**config.mk**
```make
export PLATFORM = sky130hd
export DESIGN_NAME = tcw_sequencer
export DESIGN_NICKNAME = d
export VERILOG_FILES = /design/src/design/tcw_pkg.sv /design/src/design/tcw_sequencer.sv
export SDC_FILE = /design/constraint.sdc
export NUM_CORES = 1
export LEC_CHECK = 0
export BUFFER_PORTS_ARGS = -buffer_cell sky130_fd_sc_hd__buf_4
export CELL_PAD_IN_SITES_DETAIL_PLACEMENT = 0
export CELL_PAD_IN_SITES_GLOBAL_PLACEMENT = 1
export CORE_UTILIZATION = 40
export DETAILED_ROUTE_END_ITERATION = 10
export PLACE_DENSITY = 0.76
export REMOVE_ABC_BUFFERS = 1
export SLEW_MARGIN = 20
export SYNTH_ARGS = -nofsm -noshare
export SYNTH_HDL_FRONTEND = slang
export SYNTH_SLANG_ARGS = --single-unit
export TNS_END_PERCENT = 20
```
**constraint.sdc**
```tcl
create_clock -name clk -period 2.7 [get_ports clk]
set_input_delay 0.54 -clock clk [delete_from_list [all_inputs] [get_ports clk]]
set_output_delay 0.54 -clock clk [all_outputs]
set_load 0.05 [all_outputs]
```
**src/design/tcw_pkg.sv**
```systemverilog
// ----------------------------------------------------------------------------
// tcw_pkg: shared definitions for the text console writer
// Field widths, character codes, datapath actions, sequencer conditions and
// the microprogram that steps the console through each request.
// ----------------------------------------------------------------------------
package tcw_pkg;

  // Geometry defaults.
  localparam int DEFAULT_COLUMNS = 80;
  localparam int DEFAULT_ROWS    = 25;

  // Request and result field widths.
  localparam int OP_W     = 1;
  localparam int CHAR_W   = 8;
  localparam int INDEX_W  = 11;
  localparam int DATA_W   = 16;
  localparam int COLOUT_W = 7;
  localparam int ROWOUT_W = 5;
  localparam int ATTR_W   = 8;

  localparam logic [ATTR_W-1:0] ATTR_RESET = 8'd7;

  // Operation codes.
  localparam logic [OP_W-1:0] OP_PUT  = 1'b0;
  localparam logic [OP_W-1:0] OP_READ = 1'b1;

  // Character codes with a meaning of their own.
  localparam logic [CHAR_W-1:0] CH_TAB     = 8'd9;
  localparam logic [CHAR_W-1:0] CH_NEWLINE = 8'd10;
  localparam logic [CHAR_W-1:0] CH_RETURN  = 8'd13;
  localparam logic [CHAR_W-1:0] CH_SPACE   = 8'd32;

  // Tab stops fall on multiples of a power of two.
  localparam int TAB_STOP = 4;
  localparam int TAB_BITS = $clog2(TAB_STOP);

  // Datapath actions, one per microinstruction.
  typedef enum logic [3:0] {
    A_NONE,
    A_CLEAR,
    A_ACCEPT,
    A_READ,
    A_PUT_CHAR,
    A_PUT_SPACE,
    A_NEWLINE,
    A_RETURN,
    A_RESULT,
    A_CNT_CLR,
    A_COPY,
    A_FILL
  } action_t;

  // Next-step selection.
  typedef enum logic [3:0] {
    C_NEXT,
    C_JUMP,
    C_IN,
    C_DECODE,
    C_SCROLL,
    C_TABSTOP,
    C_COUNT,
    C_OUTFREE,
    C_RET
  } cond_t;

  // Kind of the request held in the datapath.
  typedef enum logic [2:0] {
    CLS_READ,
    CLS_TAB,
    CLS_NEWLINE,
    CLS_RETURN,
    CLS_PLAIN
  } item_class_t;

  typedef logic [3:0] step_t;

  // Microprogram step addresses.
  localparam step_t S_CLEAR    = 4'd0;
  localparam step_t S_IDLE     = 4'd1;
  localparam step_t S_DECODE   = 4'd2;
  localparam step_t S_READ     = 4'd3;
  localparam step_t S_PUT      = 4'd4;
  localparam step_t S_NEWLINE  = 4'd5;
  localparam step_t S_RETURN   = 4'd6;
  localparam step_t S_TAB      = 4'd7;
  localparam step_t S_TABCHK   = 4'd8;
  localparam step_t S_RES      = 4'd9;
  localparam step_t S_SC_START = 4'd10;
  localparam step_t S_SC_COPY  = 4'd11;
  localparam step_t S_SC_DRAIN = 4'd12;
  localparam step_t S_SC_FILL  = 4'd13;
  localparam step_t S_SC_END   = 4'd14;

  typedef struct packed {
    action_t action;
    cond_t   cond;
    step_t   target;
  } ctrl_word_t;

  // Control handed from the sequencer to the datapath.
  typedef struct packed {
    action_t action;
  } ctrl_t;

  // Status handed from the datapath to the sequencer.
  typedef struct packed {
    logic        in_fire;
    item_class_t item_class;
    logic        scroll_hit;
    logic        off_stop;
    logic        cnt_last;
    logic        out_free;
  } status_t;

  // The microprogram.
  function automatic ctrl_word_t micro_rom(input step_t step);
    ctrl_word_t cw;
    unique case (step)
      S_CLEAR:    cw = '{A_CLEAR,     C_COUNT,   S_IDLE};
      S_IDLE:     cw = '{A_ACCEPT,    C_IN,      S_DECODE};
      S_DECODE:   cw = '{A_NONE,      C_DECODE,  S_IDLE};
      S_READ:     cw = '{A_READ,      C_JUMP,    S_RES};
      S_PUT:      cw = '{A_PUT_CHAR,  C_SCROLL,  S_RES};
      S_NEWLINE:  cw = '{A_NEWLINE,   C_SCROLL,  S_RES};
      S_RETURN:   cw = '{A_RETURN,    C_JUMP,    S_RES};
      S_TAB:      cw = '{A_PUT_SPACE, C_SCROLL,  S_TABCHK};
      S_TABCHK:   cw = '{A_NONE,      C_TABSTOP, S_TAB};
      S_RES:      cw = '{A_RESULT,    C_OUTFREE, S_IDLE};
      S_SC_START: cw = '{A_CNT_CLR,   C_NEXT,    S_IDLE};
      S_SC_COPY:  cw = '{A_COPY,      C_COUNT,   S_IDLE};
      S_SC_DRAIN: cw = '{A_CNT_CLR,   C_NEXT,    S_IDLE};
      S_SC_FILL:  cw = '{A_FILL,      C_COUNT,   S_IDLE};
      S_SC_END:   cw = '{A_NONE,      C_RET,     S_IDLE};
      default:    cw = '{A_NONE,      C_JUMP,    S_IDLE};
    endcase
    return cw;
  endfunction

endpackage

```
**src/design/tcw_sequencer.sv**
```systemverilog
// ----------------------------------------------------------------------------
// tcw_sequencer: microprogram counter of the text console writer
// Fetches one control word a cycle and picks the next step from its condition.
// ----------------------------------------------------------------------------
module tcw_sequencer (
  input  logic             clk,
  input  logic             rst,
  input  tcw_pkg::status_t status,
  output tcw_pkg::ctrl_t   ctrl
);

  tcw_pkg::step_t     pc;
  tcw_pkg::step_t     pc_next;
  tcw_pkg::step_t     ret;
  tcw_pkg::step_t     ret_next;
  tcw_pkg::ctrl_word_t cw;
  tcw_pkg::step_t     pc_inc;

  assign cw          = tcw_pkg::micro_rom(pc);
  assign pc_inc      = tcw_pkg::step_t'(pc + 1'b1);
  assign ctrl.action = cw.action;

  always_comb begin
    pc_next  = pc;
    ret_next = ret;
    unique case (cw.cond)
      tcw_pkg::C_NEXT:    pc_next = pc_inc;
      tcw_pkg::C_JUMP:    pc_next = cw.target;
      tcw_pkg::C_IN:      pc_next = status.in_fire ? cw.target : pc;
      tcw_pkg::C_DECODE: begin
        unique case (status.item_class)
          tcw_pkg::CLS_READ:    pc_next = tcw_pkg::S_READ;
          tcw_pkg::CLS_TAB:     pc_next = tcw_pkg::S_TAB;
          tcw_pkg::CLS_NEWLINE: pc_next = tcw_pkg::S_NEWLINE;
          tcw_pkg::CLS_RETURN:  pc_next = tcw_pkg::S_RETURN;
          default:              pc_next = tcw_pkg::S_PUT;
        endcase
      end
      // A cursor move off the last row calls the scroll routine, which
      // comes back to the target.
      tcw_pkg::C_SCROLL: begin
        if (status.scroll_hit) begin
          pc_next  = tcw_pkg::S_SC_START;
          ret_next = cw.target;
        end else begin
          pc_next = cw.target;
        end
      end
      tcw_pkg::C_TABSTOP: pc_next = status.off_stop ? cw.target : pc_inc;
      tcw_pkg::C_COUNT:   pc_next = status.cnt_last ? pc_inc : pc;
      tcw_pkg::C_OUTFREE: pc_next = status.out_free ? cw.target : pc;
      tcw_pkg::C_RET:     pc_next = ret;
      default:            pc_next = tcw_pkg::S_IDLE;
    endcase
  end

  always_ff @(posedge clk) begin
    if (rst) begin
      pc  <= tcw_pkg::S_CLEAR;
      ret <= tcw_pkg::S_IDLE;
    end else begin
      pc  <= pc_next;
      ret <= ret_next;
    end
  end

endmodule

```
==> Yosys cells after proc, flatten, opt, wreduce, memory -nomap -nowiden <==
Memory sizes are Yosys's and may differ from the RTL's. A register that Yosys moved wholly into a read port is not among the register bits.
Index checks and enable logic that the tools add are counted.
{ "totals": {"regBits": 8, "romBits": 192, "input_bits": 10, "out_inout_bits": 4, "elab_cells": 31, "mem_count": 1} }
{ "mem_list": {"columns": ["memory", "words", "word_bits", "rd", "rd_ports_with_merged_regs", "wr", "line_no", "rtl"], "rows": [
  ["(no name shown)", 16, 12, 1, 1, 0, "tcw_pkg.sv:118", "unique case (step)"]
]} }
{ "classes": {"add_sub_neg": 1, "eq_ne": 14, "n_mux": 9, "reduce_logical": 4} }
{ "ops": {"columns": ["op", "n"], "rows": [
  ["case mux 4 bit (9 select lines)", 1],
  ["two-way mux 4 bit", 7],
  ["equality test 4 x 3 -> 1 bit, second input constant", 4],
  ["case mux 3 bit (4 select lines)", 1],
  ["equality test 4 x 2 -> 1 bit, second input constant", 2],
  ["equality test 3 x 2 -> 1 bit, second input constant", 2],
  ["!= test 2 bit, second input constant", 3],
  ["adder 4 x 1 -> 4 bit, second input constant", 1],
  ["equality test 4 x 1 -> 1 bit, second input constant", 1],
  ["equality test 4 bit, second input constant", 1],
  ["logical NOT 4 bit", 1],
  ["equality test 3 x 1 -> 1 bit, second input constant", 1],
  ["logical NOT 3 bit", 1],
  ["AND reduction 3 bit", 1],
  ["AND reduction 2 bit", 1]
]} }

==> Longest topological paths before layout <==
{ "logic_depth": {"word_depth": 5, "mapped_depth": 12, "ltp_nobuf": 10} }

==> Worst setup path after synthesis <==
No wires, ideal clock.
{ "synth_timing": {"kind": "input to register", "start": "input status[2] (netlist name)", "end": "register cw[8] (netlist name)", "setup_ns": 0.086, "arrival_time_ns": 2.789, "required_ns": 2.614, "path_slack_ns": -0.175, "stages": 9, "path_buffers": 0, "path_cell_list": "or3b_1 -> a311o_1 -> or2_4 -> a311oi_4 -> inv_1 -> ha_1 -> inv_1 -> a22o_1 -> a211oi_1"} }
{ "synth_via": {"elab_chain_len": 4} }
{ "synth_lines": {"columns": ["element", "line_no", "rtl"], "rows": [
  ["from (decl)", "tcw_sequencer.sv:8", "input tcw_pkg::status_t status,"],
  ["two-way mux 4 bit", "tcw_sequencer.sv:49", "tcw_pkg::C_TABSTOP: pc_next = status.off_stop ? cw.target : pc_inc;"],
  ["case mux 4 bit (9 select lines)", "tcw_sequencer.sv:26", "unique case (cw.cond)"],
  ["two-way mux 4 bit (no line) (2 in a row)", null, null]
]} }
No other way between the ends.
A chain may end at the register's enable or synchronous reset.

==> Final worst setup path <==
{ "layout_timing": {"start": "register cw[4] (netlist name)", "end": "register cw[8] (netlist name)"} }
{ "layout_via": {"elab_chain_len": 5, "elab_cells_between_ends": 16, "cone_classes": "eq/ne (11); mux (3); reduce/logical (2)"} }
{ "layout_lines": {"columns": ["element", "line_no"], "rows": [
  ["equality test 4 x 2 -> 1 bit / equality test 4 x 3 -> 1 bit (equally long branches)", "tcw_sequencer.sv:26"],
  ["!= test 2 bit (no line)", null],
  ["AND reduction 3 bit (no line)", null],
  ["two-way mux 4 bit (no line) * (2 in a row)", null]
]} }
Every way passes the cells marked *; elsewhere a longest branch is shown, timed or not.

==> impl_metrics.toml <==
[power]
p_leak_nw = 0.751
ir_drop_v = 0.000411
total_power_w = 0.00178
power_density_mw_per_mm2 = 1040

[drt]
first_pass_iters = 4
drc_errors = 0
drtIter0Drc = 52
vias = 1228
drt-vias-per-instance = 5.29
drt.antenna.violating_nets = 0
detail_route.wirelength_mm = 3.26
detail_route.wl_per_cell_um = 14.1

[yosys]
synth_area_mm2 = 0.00138
synthSimpleGateAreaFrac_pct = 23.7
synth_fa_ha_area_share_pct = 5.46
synth_compound_area_share_pct = 26.4
synth.area.mux_share_pct = 3.28
syn-mean-instance-area_um2 = 8.65
seq_area_frac_synth_pct = 29.1
yosys.area.top_type_share_pct = 29.1
synth.largest_area_cell = "dfxtp_1"
synth_cells = 159
yosysWarnings = 0
synth_edf_count = 0
ys_ff_latch = 20
synth_top_flop_cell = "dfxtp_1"
async_flop_share_pct = 0
synthTopCellsByArea = "dfxtp_1 29%, ha_1 5.5%, nand2_1 3.5%"
synth_top_family_by_area = "compound AO/OA/AOI/OAI gates"
synth_xor_area_share_pct = 3.18
ys_types = 60

[timing]
max_slew_margin_pct = 61.4
fin_crit_sh_pct = 96.6
clock.fmax_ghz = 0.383
setup_viol = 0
worstMarginPinSlew_ps = 578
fin_crit_ps = 2610
clock_skew_ps = 7.88
final_hold_viol_count = 0
slew_viol_final = 0

[finish]
drive_gt1_share_pct = 30.3
final_nets = 205
diodes = 0
syn_to_final_growth_pct = 24.5
stdcell_count = 232
final_cell_area_mm2 = 0.00171
nFillCells = 304

[floorplan]
core_mm2 = 0.00315
num_rows = 20
initial_utilization_pct = 43.6
die_w_um = 60.6
ios = 14
fp.dieArea_mm2 = 0.00368
die_height_um = 60.6

[placed_design]
dpl_cell_area_mm2 = 0.00163
place_inst = 226
post-dp-hpwl_mm = 2.55
gp_congestion = 0.919
portBuffers = 13

[cts]
insertion_delay_ps = 300
cts_buffers = 3
htreeDepth = 1
cts.reportedPaths.clkPinSlew_ps = 120
cts_sinks = 20
clockBufferDepth = 2
tritoncts = "built"
cts-root-buf = "clkbuf_4"

[critical_path]
path_cells = "buf_4, o21ba_2, a311o_1, or2_4, a311oi_4, inv_1, ha_1, inv_1, a22o_1, a211oi_1"
path_delay_family = "compound AO/OA/AOI/OAI gates"
critPathLaunchType = "register"
cp.arrival_ps = 2840
critPathCaptureType = "register"
critical_path_class = "register to register"
cp.buffers_inverters = 3
cp_slowest_stage_delay_ps = 350
required_ps = 2930
critical_path.slowest_cell = "a311o_1"
critical_path.max_fanout = 11
cp_common_cell = "inv_1"

[run]
maxCapViolations = 0

[worst_hold_path]
hold_class = "register to register"

[global_route]
grt_pass1_wl_mm = 5.53
grt_max_degree = 18
antenna_found_initial = 0
grt_usage_pct = 20.1
grt_pass1_vias = 1216
overflow = 0

[status]
status = "finished clean"
power breakdown:
group          switching (W)  internal (W)  leakage, nW
Combinational       0.000565      0.000552        0.560
Sequential         0.0000522      0.000370        0.163
Clock              0.0000946      0.000150       0.0279
synth_stat cells, types with 4 or more instances:
library cell / count
buf_4: 4
nor3_1: 6
dfxtp_1: 20
ha_1: 6
nand2b_1: 4
nand3b_1: 4
clkbuf_1: 5
inv_1: 11
nand2_1: 13
a21oi_1: 7
o21ai_0: 6
xnor2_1: 4
nor2_1: 5
through the flow:
| step | util [%] | hold WS [ps] | TNS, ps | setup slack, ps |
|---|---|---|---|---|
| floorplan | - | 421 | -545 | -266 |
| global placement | 51.7 | 456 | -366 | -113 |
| detailed placement | 51.7 | 446 | -533 | -166 |
| CTS | 53.4 | 464 | 0 | 40.7 |
| global route | 54.3 | 494 | -9.24 | -9.24 |
| finish | 54.3 | 460 | 0 | 91.9 |
worst reg2reg max path: stages (launching register included):
cell	delay [ps]
dfxtp_1	330
buf_4	160
o21ba_2	210
a311o_1	350
or2_4	260
a311oi_4	330
inv_1	110
ha_1	310
inv_1	50
a22o_1	230
a211oi_1	200
area by class of cell:
| type | instances | area (µm²) | area share [%] |
|---|---|---|---|
| inverter | 11 | 41.3 | 2.41 |
| sequential | 20 | 402 | 23.5 |
| tap | 44 | 55.1 | 3.22 |
| multi-input combinational | 115 | 863 | 50.4 |
| clock buffer | 3 | 22.5 | 1.32 |
| clock inverter | 1 | 30.0 | 1.75 |
| timing repair buffer | 38 | 298 | 17.4 |
cell usage in the layout (no fill, tap or decap), drive strengths merged, types with 4 or more instances in the layout:
cell | synthesis | routed
nand3b | 4 | 4
xnor2 | 4 | 4
buf | 8 | 38
dfxtp | 20 | 20
nand2b | 4 | 4
nor2 | 6 | 6
nor3 | 7 | 7
inv | 11 | 11
a21oi | 7 | 7
ha | 6 | 6
nand2 | 13 | 13
o21ai | 7 | 7
worst paths after layout:
path | startpoint | end | slack [ps] | cells after the start
worst max-delay path | cw[4]$_DFF_P_ | cw[8]$_DFF_P_ | 90 | 10
worst min register to register | cw[2]$_SDFF_PN0_ | ret[2]$_SDFFE_PP0P_ | 460 | 2
worst max register to register | cw[4]$_DFF_P_ | cw[8]$_DFF_P_ | 90 | 10
worst min-delay path | cw[2]$_SDFF_PN0_ | ret[2]$_SDFFE_PP0P_ | 460 | 2
metal layers:
layer	wire length, µm	part of all wire (%)	global-route usage (%)	vias to the layer above
met2	1530	47	33.4	18
met1	1590	49	26.4	572
met4	61	1.9	7.14	0
met5	0	0	0	-
met3	79	2.4	3.41	8
li1	-	-	-	630
repair_timing:
item	CTS	global route
buffers inserted	0	2
resized for setup	0	3
endpoints found under the setup margin	0	3
hold buffers	0	0
logic make-up after synthesis:
logic type	count (synthesis)
and+or+nand+nor	55
buffers and inverters	24
adders and majority gates	6
AOI/OAI and AO/OA	45
muxes	4
xor gates and xnor gates	5
DFF	20
sequential cells by signal, indices dropped and copies added (netlist names):
register,count
cw,12
pc,4
ret,4
(Power assumes the default switching activity.)
